$ cat src/hw/rtl/u8bh_pkg.sv
// Shared types, constants and byte classification functions for the UTF-8 holdback block.
package u8bh_pkg;

    // Command codes carried on the command input.
    localparam logic CMD_DATA = 1'b0;
    localparam logic CMD_END  = 1'b1;

    // Number of sequence bytes that can be held, and the largest release packet.
    localparam int HELD_DEPTH = 3;
    localparam int PKT_BYTES  = 4;

    // Default depth of the queue between the front and back parts.
    localparam int QUEUE_DEPTH_DEF = 4;

    // Byte classification masks and patterns.
    localparam logic [7:0] ASCII_MASK = 8'h80;
    localparam logic [7:0] LEAD2_MASK = 8'hE0;
    localparam logic [7:0] LEAD2_PAT  = 8'hC0;
    localparam logic [7:0] LEAD3_MASK = 8'hF0;
    localparam logic [7:0] LEAD3_PAT  = 8'hE0;
    localparam logic [7:0] LEAD4_MASK = 8'hF8;
    localparam logic [7:0] LEAD4_PAT  = 8'hF0;
    localparam logic [7:0] CONT_MASK  = 8'hC0;
    localparam logic [7:0] CONT_PAT   = 8'h80;

    // One release packet: the bytes one input word lets go, in stream order.
    typedef struct packed {
        logic [PKT_BYTES-1:0][7:0] bytes;
        logic [2:0]                count;
    } pkt_t;

    // Sequence length announced by a byte; anything that does not open a
    // multi-byte sequence counts as length one.
    function automatic logic [2:0] seq_len(input logic [7:0] b);
        logic [2:0] len;
        begin
            if ((b & ASCII_MASK) == 8'h00)
                len = 3'd1;
            else if ((b & LEAD2_MASK) == LEAD2_PAT)
                len = 3'd2;
            else if ((b & LEAD3_MASK) == LEAD3_PAT)
                len = 3'd3;
            else if ((b & LEAD4_MASK) == LEAD4_PAT)
                len = 3'd4;
            else
                len = 3'd1;
            return len;
        end
    endfunction

    function automatic logic is_cont(input logic [7:0] b);
        return (b & CONT_MASK) == CONT_PAT;
    endfunction

endpackage

$ cat src/hw/rtl/u8bh_front.sv
// Front part: accepts words, tracks the held sequence and builds release packets.
module u8bh_front
    import u8bh_pkg::*;
(
    input  logic       clk,
    input  logic       rst_n,
    input  logic       in_valid,
    output logic       in_ready,
    input  logic       command,
    input  logic [7:0] data_byte,
    input  logic       q_full,
    output logic       q_push,
    output pkt_t       q_pkt
);

    logic [HELD_DEPTH-1:0][7:0] held_reg;
    logic [HELD_DEPTH-1:0][7:0] held_next;
    logic [1:0]                 held_count_reg;
    logic [1:0]                 held_count_next;
    logic [2:0]                 exp_len_reg;
    logic [2:0]                 exp_len_next;

    logic       accept;
    logic       append;
    logic       release_held;
    logic [2:0] len;
    logic       cont;

    assign in_ready = !q_full;
    assign accept   = in_valid && in_ready;
    assign len      = seq_len(data_byte);
    assign cont     = is_cont(data_byte);

    always_comb
    begin
        held_next       = held_reg;
        held_count_next = held_count_reg;
        exp_len_next    = exp_len_reg;
        append          = 1'b0;
        release_held    = 1'b0;
        if (command == CMD_END)
        begin
            release_held = 1'b1;
        end
        else if (held_count_reg != 2'd0 && cont)
        begin
            if ({1'b0, held_count_reg} + 3'd1 >= exp_len_reg)
            begin
                release_held = 1'b1;
                append       = 1'b1;
            end
            else
            begin
                for (int i = 0; i < HELD_DEPTH; i++)
                begin
                    if (held_count_reg == 2'(i))
                        held_next[i] = data_byte;
                end
                held_count_next = held_count_reg + 2'd1;
            end
        end
        else
        begin
            release_held = 1'b1;
            if (len == 3'd1)
            begin
                append = 1'b1;
            end
            else
            begin
                held_next[0] = data_byte;
            end
        end

        if (release_held)
        begin
            // A new lead replaces the released sequence; otherwise nothing stays held.
            if (command != CMD_END && !append)
            begin
                held_count_next = 2'd1;
                exp_len_next    = len;
            end
            else
            begin
                held_count_next = 2'd0;
                exp_len_next    = 3'd0;
            end
        end
    end

    // Packet layout: held bytes first, then the current byte right behind them.
    always_comb
    begin
        for (int i = 0; i < HELD_DEPTH; i++)
        begin
            if (2'(i) < held_count_reg)
                q_pkt.bytes[i] = held_reg[i];
            else
                q_pkt.bytes[i] = data_byte;
        end
        q_pkt.bytes[PKT_BYTES-1] = data_byte;
        if (release_held)
            q_pkt.count = {1'b0, held_count_reg} + {2'b00, append};
        else
            q_pkt.count = 3'd0;
    end

    assign q_push = accept && (q_pkt.count != 3'd0);

    always_ff @(posedge clk)
    begin
        if (accept)
            held_reg <= held_next;
    end

    always_ff @(posedge clk or negedge rst_n)
    begin
        if (!rst_n)
        begin
            held_count_reg <= 2'd0;
            exp_len_reg    <= 3'd0;
        end
        else if (accept)
        begin
            held_count_reg <= held_count_next;
            exp_len_reg    <= exp_len_next;
        end
    end

    // A held sequence is always still short of its announced length.
    a_held_short: assert property (@(posedge clk) disable iff (!rst_n)
        held_count_reg != 2'd0 |-> ({1'b0, held_count_reg} < exp_len_reg
                                    && exp_len_reg >= 3'd2))
        else $error("held count not below expected length");

    // With nothing held there is no expected length left over.
    a_idle_clear: assert property (@(posedge clk) disable iff (!rst_n)
        held_count_reg == 2'd0 |-> exp_len_reg == 3'd0)
        else $error("expected length set with nothing held");

endmodule

$ cat src/hw/rtl/u8bh_queue.sv
// Short queue of release packets between the front and back parts.
module u8bh_queue
    import u8bh_pkg::*;
#(
    parameter int DEPTH = QUEUE_DEPTH_DEF
)
(
    input  logic clk,
    input  logic rst_n,
    input  logic push,
    input  pkt_t push_pkt,
    input  logic pop,
    output pkt_t head,
    output logic full,
    output logic empty
);

    localparam int PTR_W = (DEPTH > 1) ? $clog2(DEPTH) : 1;
    localparam int CNT_W = $clog2(DEPTH + 1);

    pkt_t             mem_reg [DEPTH];
    logic [PTR_W-1:0] wr_ptr_reg;
    logic [PTR_W-1:0] wr_ptr_next;
    logic [PTR_W-1:0] rd_ptr_reg;
    logic [PTR_W-1:0] rd_ptr_next;
    logic [CNT_W-1:0] cnt_reg;
    logic [CNT_W-1:0] cnt_next;

    assign full  = (cnt_reg == CNT_W'(DEPTH));
    assign empty = (cnt_reg == '0);
    assign head  = mem_reg[rd_ptr_reg];

    always_comb
    begin
        wr_ptr_next = wr_ptr_reg;
        rd_ptr_next = rd_ptr_reg;
        cnt_next    = cnt_reg;
        if (push)
            wr_ptr_next = (wr_ptr_reg == PTR_W'(DEPTH - 1)) ? '0 : wr_ptr_reg + 1'b1;
        if (pop)
            rd_ptr_next = (rd_ptr_reg == PTR_W'(DEPTH - 1)) ? '0 : rd_ptr_reg + 1'b1;
        if (push && !pop)
            cnt_next = cnt_reg + 1'b1;
        else if (pop && !push)
            cnt_next = cnt_reg - 1'b1;
    end

    always_ff @(posedge clk)
    begin
        if (push)
            mem_reg[wr_ptr_reg] <= push_pkt;
    end

    always_ff @(posedge clk or negedge rst_n)
    begin
        if (!rst_n)
        begin
            wr_ptr_reg <= '0;
            rd_ptr_reg <= '0;
            cnt_reg    <= '0;
        end
        else
        begin
            wr_ptr_reg <= wr_ptr_next;
            rd_ptr_reg <= rd_ptr_next;
            cnt_reg    <= cnt_next;
        end
    end

    // Occupancy grows by one on each push that comes without a pop.
    a_cnt_track: assert property (@(posedge clk) disable iff (!rst_n)
        (push && !pop) |=> cnt_reg == $past(cnt_reg) + 1'b1)
        else $error("queue occupancy did not grow on push");

endmodule

$ cat src/hw/rtl/u8bh_back.sv
// Back part: serializes queued release packets into the registered output.
module u8bh_back
    import u8bh_pkg::*;
(
    input  logic       clk,
    input  logic       rst_n,
    input  pkt_t       head,
    input  logic       empty,
    output logic       pop,
    output logic       out_valid,
    input  logic       out_ready,
    output logic [7:0] out_byte,
    output logic       last
);

    logic [1:0] idx_reg;
    logic [1:0] idx_next;
    logic       out_valid_reg;
    logic       out_valid_next;
    logic [7:0] out_byte_reg;
    logic       last_reg;
    logic       load;
    logic       is_end;

    assign load   = !empty && (!out_valid_reg || out_ready);
    assign is_end = ({1'b0, idx_reg} + 3'd1 == head.count);
    assign pop    = load && is_end;

    always_comb
    begin
        idx_next = idx_reg;
        if (load)
            idx_next = is_end ? 2'd0 : idx_reg + 2'd1;
        if (load)
            out_valid_next = 1'b1;
        else if (out_ready)
            out_valid_next = 1'b0;
        else
            out_valid_next = out_valid_reg;
    end

    always_ff @(posedge clk)
    begin
        if (load)
        begin
            out_byte_reg <= head.bytes[idx_reg];
            last_reg     <= is_end;
        end
    end

    always_ff @(posedge clk or negedge rst_n)
    begin
        if (!rst_n)
        begin
            idx_reg       <= 2'd0;
            out_valid_reg <= 1'b0;
        end
        else
        begin
            idx_reg       <= idx_next;
            out_valid_reg <= out_valid_next;
        end
    end

    assign out_valid = out_valid_reg;
    assign out_byte  = out_byte_reg;
    assign last      = last_reg;

    // A queued packet always carries one to four bytes, and the read index stays inside it.
    a_pkt_count: assert property (@(posedge clk) disable iff (!rst_n)
        !empty |-> (head.count != 3'd0 && head.count <= 3'd4
                    && {1'b0, idx_reg} < head.count))
        else $error("bad packet count or index at queue head");

endmodule

$ cat src/hw/rtl/utf8_boundary_holdback.sv
// Top level of the UTF-8 boundary holdback block.
// Usage:
//   The input channel (in_valid/in_ready) takes one word per handshake: a
//   command bit and a data byte. A data word either passes its byte straight
//   through, or holds it back as part of an unfinished UTF-8 sequence. An end
//   word flushes whatever is held. The output channel (out_valid/out_ready)
//   gives one byte per word, in stream order; last marks the final byte that a
//   given input word released. Words that release nothing produce no output.
//   The packet a word releases is written into the queue as the word is
//   accepted, and from there its first byte is loaded into the output
//   register; its other bytes follow one per cycle while out_ready is high.
//   Throughput: the front takes one input word per cycle while the
//   packet queue has room; the back gives one output byte per cycle while
//   out_ready is high. One input word may release up to four bytes, so
//   sustained input rate follows the average number of bytes released per
//   word, with the queue of QUEUE_DEPTH packets absorbing bursts.
//   When the receiver stalls, the output register holds its word, the queue
//   fills, and in_ready drops only once the queue is full.
//   Reset empties the queue and the output register and forgets any held
//   sequence; the held bytes themselves are not cleared.
module utf8_boundary_holdback
    import u8bh_pkg::*;
#(
    parameter int QUEUE_DEPTH = QUEUE_DEPTH_DEF
)
(
    input  logic       clk,
    input  logic       rst_n,
    input  logic       in_valid,
    output logic       in_ready,
    input  logic       command,
    input  logic [7:0] data_byte,
    output logic       out_valid,
    input  logic       out_ready,
    output logic [7:0] out_byte,
    output logic       last
);

    pkt_t push_pkt;
    pkt_t head;
    logic push;
    logic pop;
    logic full;
    logic empty;

    // Front: classifies each byte and decides what is released now.
    u8bh_front u_front (
        .clk       (clk),
        .rst_n     (rst_n),
        .in_valid  (in_valid),
        .in_ready  (in_ready),
        .command   (command),
        .data_byte (data_byte),
        .q_full    (full),
        .q_push    (push),
        .q_pkt     (push_pkt)
    );

    // Queue: decouples the front from output stalls.
    u8bh_queue #(
        .DEPTH (QUEUE_DEPTH)
    ) u_queue (
        .clk      (clk),
        .rst_n    (rst_n),
        .push     (push),
        .push_pkt (push_pkt),
        .pop      (pop),
        .head     (head),
        .full     (full),
        .empty    (empty)
    );

    // Back: unpacks each packet into the output register, one byte per cycle while out_ready is high.
    u8bh_back u_back (
        .clk       (clk),
        .rst_n     (rst_n),
        .head      (head),
        .empty     (empty),
        .pop       (pop),
        .out_valid (out_valid),
        .out_ready (out_ready),
        .out_byte  (out_byte),
        .last      (last)
    );

endmodule
$ cat config.mk
export PLATFORM = sky130hd
export DESIGN_NAME = utf8_boundary_holdback
export DESIGN_NICKNAME = d
export VERILOG_FILES = /design/src/hw/rtl/u8bh_pkg.sv /design/src/hw/rtl/u8bh_front.sv /design/src/hw/rtl/u8bh_queue.sv /design/src/hw/rtl/u8bh_back.sv /design/src/hw/rtl/utf8_boundary_holdback.sv
export SDC_FILE = /design/constraint.sdc
export NUM_CORES = 1
export LEC_CHECK = 0
export BUFFER_PORTS_ARGS = -buffer_cell sky130_fd_sc_hd__buf_2
export CAP_MARGIN = 10
export CORE_ASPECT_RATIO = 1.5
export CORE_MARGIN = 5
export CORE_UTILIZATION = 57
export CTS_CLUSTER_SIZE = 28
export DETAILED_ROUTE_END_ITERATION = 12
export GPL_TIMING_DRIVEN = 1
export PLACE_DENSITY = 0.74
export SYNTH_ARGS = -nofsm -noshare
export SYNTH_HDL_FRONTEND = slang
export SYNTH_SLANG_ARGS = --single-unit
$ cat constraint.sdc
create_clock -name clk -period 4.95 [get_ports clk]
set_clock_uncertainty 0.15 [all_clocks]
set_input_delay 0.495 -clock clk [delete_from_list [all_inputs] [get_ports clk]]
set_output_delay 0.495 -clock clk [all_outputs]
set_load 0.02 [all_outputs]
Word-level counts from Yosys, hierarchy flattened
Memories as Yosys holds them, arrays and structs flattened.
Index checks and enable logic that the tools add are counted.
- bits in registers: 48
- bits in latches: 0
- RAM bits: 140
- bits in read-only memories: 0
- input bits: 13
- output and inout port bits: 11
- logic and storage cells: 108
- memories kept: 1
- add/subtract/negate cells: 9
- multipliers: 0
- div/mod/pow operators: 0
- $lt $le $gt $ge: 5
- equality and inequality tests: 16
- shift-type cells: 0
- mux-type cells: 35
- bitwise logic cells: 2
- reduce and logical (&&, ||, !) cells: 28
- memories (name ; depth ; bits a word ; rd ports ; clocked after Yosys merged registers in ; wr ports ; RTL line ; RTL):
    u_queue.mem_reg ; 4 ; 35 ; 1 ; 0 ; 1 ; u8bh_queue.sv:21 ; pkt_t mem_reg [DEPTH];
- operator list (cell ; count):
    8-bit two-way mux ; 8
    3-bit two-way mux ; 8
    8-bit binary-select mux with 2-bit select ; 1
    5-bit AND reduction ; 3
    2-bit two-way mux ; 7
    1-bit two-way mux ; 11
    2-bit by 1-bit adder with 2-bit output, second input constant ; 4
    2-bit equality test, second input constant ; 4
    1-bit logical AND ; 8
    8-bit logical NOT ; 1
    2-bit nonzero test ; 4
    2-bit by 1-bit adder with 3-bit output, second input constant ; 2
    3-bit equality test, second input constant ; 2
    1-bit logical NOT ; 6
    2-bit by 1-bit != test with 1-bit output, second input constant ; 3
    5-bit equality test, second input constant ; 1
    4-bit equality test, second input constant ; 1
    1-bit by 2-bit less-than comparator with 1-bit output, first input constant ; 2
    2-bit != test, second input constant ; 2
    4-bit AND reduction ; 1
    2-bit by 1-bit adder with 3-bit output ; 1
    3-bit by 1-bit adder with 3-bit output, second input constant ; 1
    3-bit by 1-bit equality test with 1-bit output, second input constant ; 1
    3-bit equality test ; 1
    11 further kinds ; 12

Depth between registers and ports, before layout
- depth in word-level cells: 17
- mapped depth: 17
- mapped depth without buffers: 16

Hierarchy
Synthesis repeated with hierarchy kept, for this count alone.
- cells, all modules: 370
- area total of the unflattened synthesis: 7751.2 sq um
- modules (own cells, without submodules) (module ; times used ; cells an instance ; area each (sq um) ; sequential area each (sq um)):
    u8bh_queue ; 1 ; 220 ; 5522.8 ; 4379.2
    u8bh_front ; 1 ; 114 ; 1574.0 ; 845.8
    u8bh_back ; 1 ; 36 ; 654.4 ; 345.3

Worst setup path after synthesis
Ideal clock, no wire load.
- path kind: register to register
- start point: register u_front.held_count_reg[1]
- end point: memory u_queue.mem_reg[3][0] (netlist bit) (enable)
- setup time: 0.395 ns
- arrival time: 3.445 ns
- data required time: 4.405 ns
- setup slack: 0.960 ns
- stages on the path, launching flop included: 13
- buffers on the path: 2
- clock period less this slack: 3.990 ns
- path through: dfrtp_1 > clkbuf_1 > inv_1 > ha_1 > clkbuf_1 > nor4b_1 > o21a_1 > nor3_1 > ha_1 > ha_1 > nor3_1 > nor3_2 > and2_1
- word-level cells in the longest chain between the ends: 11
- elaborated cells between the ends (all ways): 15
- those cells by class: 2 x add/sub; 1 x order compare; 8 x mux; 4 x reduce/logical
- RTL lines (what ; RTL line ; RTL):
    start: declaration ; u8bh_front.sv:18 ; logic [1:0] held_count_reg;
    start signal: assignment ; u8bh_front.sv:125 ; held_count_reg <= held_count_next;
    2-bit by 1-bit adder with 3-bit output ; u8bh_front.sv:47 ; if ({1'b0, held_count_reg} + 3'd1 >= exp_len_reg)
    3-bit >= comparator ; u8bh_front.sv:47 ;
    1-bit two-way mux ; u8bh_front.sv:47 ;
    1-bit two-way mux ; u8bh_front.sv:45 ; else if (held_count_reg != 2'd0 && cont)
    1-bit two-way mux ; u8bh_front.sv:41 ; if (command == CMD_END)
    2-bit by 1-bit adder with 3-bit output ; u8bh_front.sv:103 ; q_pkt.count = {1'b0, held_count_reg} + {2'b00, append};
    3-bit two-way mux * ; u8bh_front.sv:102 ; if (release_held)
    3-bit nonzero test * ; u8bh_front.sv:108 ; assign q_push = accept && (q_pkt.count != 3'd0);
    1-bit logical AND * ; u8bh_front.sv:108 ;
    named net push ; utf8_boundary_holdback.sv:41 ; logic push;
    1-bit two-way mux * ; u8bh_queue.sv:50 ; if (push)
    1-bit two-way mux (implied by the code) * ; u8bh_queue.sv:51 ; mem_reg[wr_ptr_reg] <= push_pkt;
    end: declaration ; u8bh_queue.sv:21 ;
The timed path passes the listed nets; every way through them passes the cells marked *.

Worst setup path after layout
- start point: register u_front.held_count_reg[1]
- end point: register u_queue.cnt_reg[2]
- word-level cells in the longest chain between the ends: 12
- elaborated cells between the ends (all ways): 18
- those cells by class: 2 x add/sub; 1 x order compare; 7 x mux; 8 x reduce/logical
- RTL lines (what ; RTL line ; RTL):
    2-bit by 1-bit adder with 3-bit output ; u8bh_front.sv:47 ;
    3-bit >= comparator ; u8bh_front.sv:47 ;
    1-bit two-way mux ; u8bh_front.sv:47 ;
    1-bit two-way mux ; u8bh_front.sv:45 ;
    1-bit two-way mux ; u8bh_front.sv:41 ;
    2-bit by 1-bit adder with 3-bit output ; u8bh_front.sv:103 ;
    3-bit two-way mux * ; u8bh_front.sv:102 ;
    3-bit nonzero test * ; u8bh_front.sv:108 ;
    1-bit logical AND * ; u8bh_front.sv:108 ;
    named net push ; utf8_boundary_holdback.sv:41 ;
    1-bit logical NOT ; u8bh_queue.sv:44 ; else if (pop && !push)
    1-bit logical AND ; u8bh_queue.sv:44 ;
    2-bit nonzero test (no line) ; - ;
    end signal: assignment ; u8bh_queue.sv:66 ; cnt_reg <= cnt_next;
    end: declaration ; u8bh_queue.sv:26 ; logic [CNT_W-1:0] cnt_reg;
Marked as above.
A chain may end at the register's enable or synchronous reset.

==> out/results.txt <==
largest net degree at the start of global routing -> 36
Layout Utilization -> 0.653
worst-path fanout max -> 15
share of cells above drive strength 1 -> 0.318
pins over their slew limit -> 0
setup bufs post-CTS -> 0
sequential area share after synthesis -> 0.732
vias in the first global route -> 3,846
Post-synth EDFFs -> 173
hpwl dp -> 7920 µm
Clock Pin Slew Worst Setup and Hold Paths -> 0.07 ns
max reg flops -> 140
clock share of power -> 0.266
Post-synth ARST share -> 0.0798
Worst Path Arrival -> 4.37 ns
total global-route track usage -> 0.180
initial antenna violation count -> 0
post-route insts no fill -> 580
FMAX -> 239 MHz
syn nets -> 400
Net Sw Power -> 1380 µW
Layout area overhead -> 11.7%
Post-Place Cells -> 547
Final period util -> 0.845
crit path cell chain -> inv_1 -> ha_1 -> nor4b_1 -> o21a_1 -> nor3_1 -> ha_1 -> ha_1 -> nor3_1 -> nor3_2 -> ha_1 -> inv_1 -> fa_1 -> xor2_1 -> nor2_1 -> xor2_1
Logic pwr share -> 0.266
post-cts hold buffer count -> 1
Top Ports -> 24
DRC -> 0
first-pass GRT wire length -> 21,100 µm
clock sinks -> 188
Setup Viol. Count Final -> 0
Final #Nets -> 438
routed len/inst -> 22.5 µm
Buf/Inv on CP -> 2
Detail Route Antenna Nets -> 0
Int Power -> 3400 µW
die area -> 15,800 µm²
register share of total power -> 0.468
Final GP Congestion -> 0.786
hold slack -> 0.116 ns
met1 Use GR -> 0.220
top cell type's share of synthesized area -> 0.683
Yosys reg bits -> 188
count of cell types in the netlist -> 40
Max IR drop VDD -> 0.395 mV
Syn Area/Cell -> 20.6 µm²
Synth Flop Type -> edfxtp_1
kind of cell adding the most delay to the critical path -> adder cells
row count -> 51
Syn. warnings -> 0
unrepaired setup endpoints after global routing -> no
post-synthesis cell count -> 370
Die Ht -> 152 µm
pwr/cell area -> 562 nW/µm²
Final Hold Fails -> 0
# fillers -> 898
Worst-Skew Late Latency -> 0.42 ns
Final Power -> 4780 µW
core area -> 13,000 µm²
type of origin of the critical path -> register
Post-Route WL -> 13,000 µm
clk buf depth -> 2
Worst EP required -> 5.14 ns
Initial Util -> 0.584
Sequential Area -> 5570 µm²
critical path class -> reg2reg
ant diodes -> 0
CTS buffer count -> 17
Setup TNS -> 0 ns
synth cell count leaders -> edfxtp_1, mux4_2, mux2_2
Hold WC Path Type -> in2reg
vias per inst -> 6.07
largest cells by area after synthesis -> edfxtp_1, mux4_2, dfrtp_1, mux2_2, ha_1
Final min period -> 4.18 ns
routing usage on met3 -> 0.0398
slew margin rel. -> 0.285
TritonCTS clock tree -> built
GRT overflow -> 0
Buffers on Ports -> 23
Leakage Power -> 0.00290 µW
critical path's slowest cell -> dfrtp_1
first drt pass iteration count -> 6
met2 Resource Use GR -> 0.315
Initial DRC Count -> 230
H-tree depth -> 4
Setup crit end kind -> register
most common cell in the synthesized netlist -> edfxtp_1
Syn Std Cell Area -> 7610 µm²
largest stage delay on the critical path -> 0.71 ns
CTS root buffer -> clkbuf_16
busiest grt layer -> met2
Max-Cap Viols -> 0
Least-Margin Pin Slew -> 1.06 ns
status -> finished, final reports clean
CP most frequent cell -> ha_1
multi-input logic area -> 1930 µm²
switch share -> 0.288
area leader, netlist -> edfxtp_1
CTS resizes -> 0
via count -> 3,523
die width -> 104 µm
layout make-up:
class / count / area share
Clock buffer: 17 / 0.0500
Clock inverter: 15 / 0.0163
Inverter: 15 / 0.00662
Multi-Input combinational cell: 155 / 0.227
Sequential cell: 188 / 0.655
Tap cell: 159 / 0.0234
Timing Repair Buffer: 31 / 0.0209
power groups by stage:
| stage | Sequential (µW) | Clock, µW | Combinational, µW |
|---|---|---|---|
| finish | 2240 | 1270 | 1270 |
| global route | 2270 | 1370 | 1390 |
| CTS | 2250 | 1300 | 1310 |
| detailed placement | 2280 | 0 | 1300 |
| global placement | 2260 | 0 | 1260 |
| floorplan | 2240 | 0 | 972 |
cell usage in the layout, fill, tap and decap left out, types with 3 or more instances in the layout:
cell        instances
nor2b_1             4
nand2b_1            3
clkinv_4            4
nor3_1              6
ha_1               16
edfxtp_1          173
nand2_1             9
buf_4               7
inv_1              14
mux2i_1             5
and2_1              5
clkbuf_16          17
nor2_1              6
clkinvlp_4          4
mux2_1              5
o21ai_0             5
xor2_1              3
mux4_2             41
dfrtp_1            14
inv_6               4
buf_2              23
mux2_2             24
through the flow:
step | setup slack (ns) | instance area [µm²]
2_1_floorplan | 0.960 | 7610
3_3_place_gp | 1.05 | 7930
3_5_place_dp | 0.746 | 7930
4_1_cts | 0.720 | 8500
5_1_grt | 0.400 | 8500
6_report | 0.766 | 8500
path summary, 6_finish.rpt:
kind / cells past startpoint / slack, ns / to / startpoint
worst max-delay path: 15 / 0.77 / u_queue.cnt_reg[2]$_DFFE_PN0P_ / u_front.held_count_reg[1]$_DFFE_PN0P_
worst min-delay path: 2 / 0.12 / u_back.out_valid$_DFFE_PN0P_ / out_ready
worst max register to register: 15 / 0.77 / u_queue.cnt_reg[2]$_DFFE_PN0P_ / u_front.held_count_reg[1]$_DFFE_PN0P_
worst min register to register: 1 / 0.37 / u_front.exp_len_reg[2]$_DFFE_PN0P_ / u_front.exp_len_reg[2]$_DFFE_PN0P_
max in group asynchronous: 2 / 4.01 / u_queue.rd_ptr_reg[0]$_DFFE_PN0P_ / rst_n
min in group asynchronous: 2 / 0.36 / u_queue.rd_ptr_reg[1]$_DFFE_PN0P_ / rst_n
logic make-up after synthesis:
| family | synth area share |
|---|---|
| simple gates | 0.0291 |
| xor+xnor | 0.00461 |
| fa+ha+maj | 0.0289 |
| buf+inv | 0.0145 |
| flops | 0.732 |
| mux | 0.173 |
| compound gates | 0.0179 |
metal layers:
layer  vias up  part of all wire
li1       1570                 -
met1      1852              0.39
met2        75              0.55
met3        26             0.037
met4         0             0.024
met5         -                 0
No activity file was read; power rests on OpenSTA's default activity.
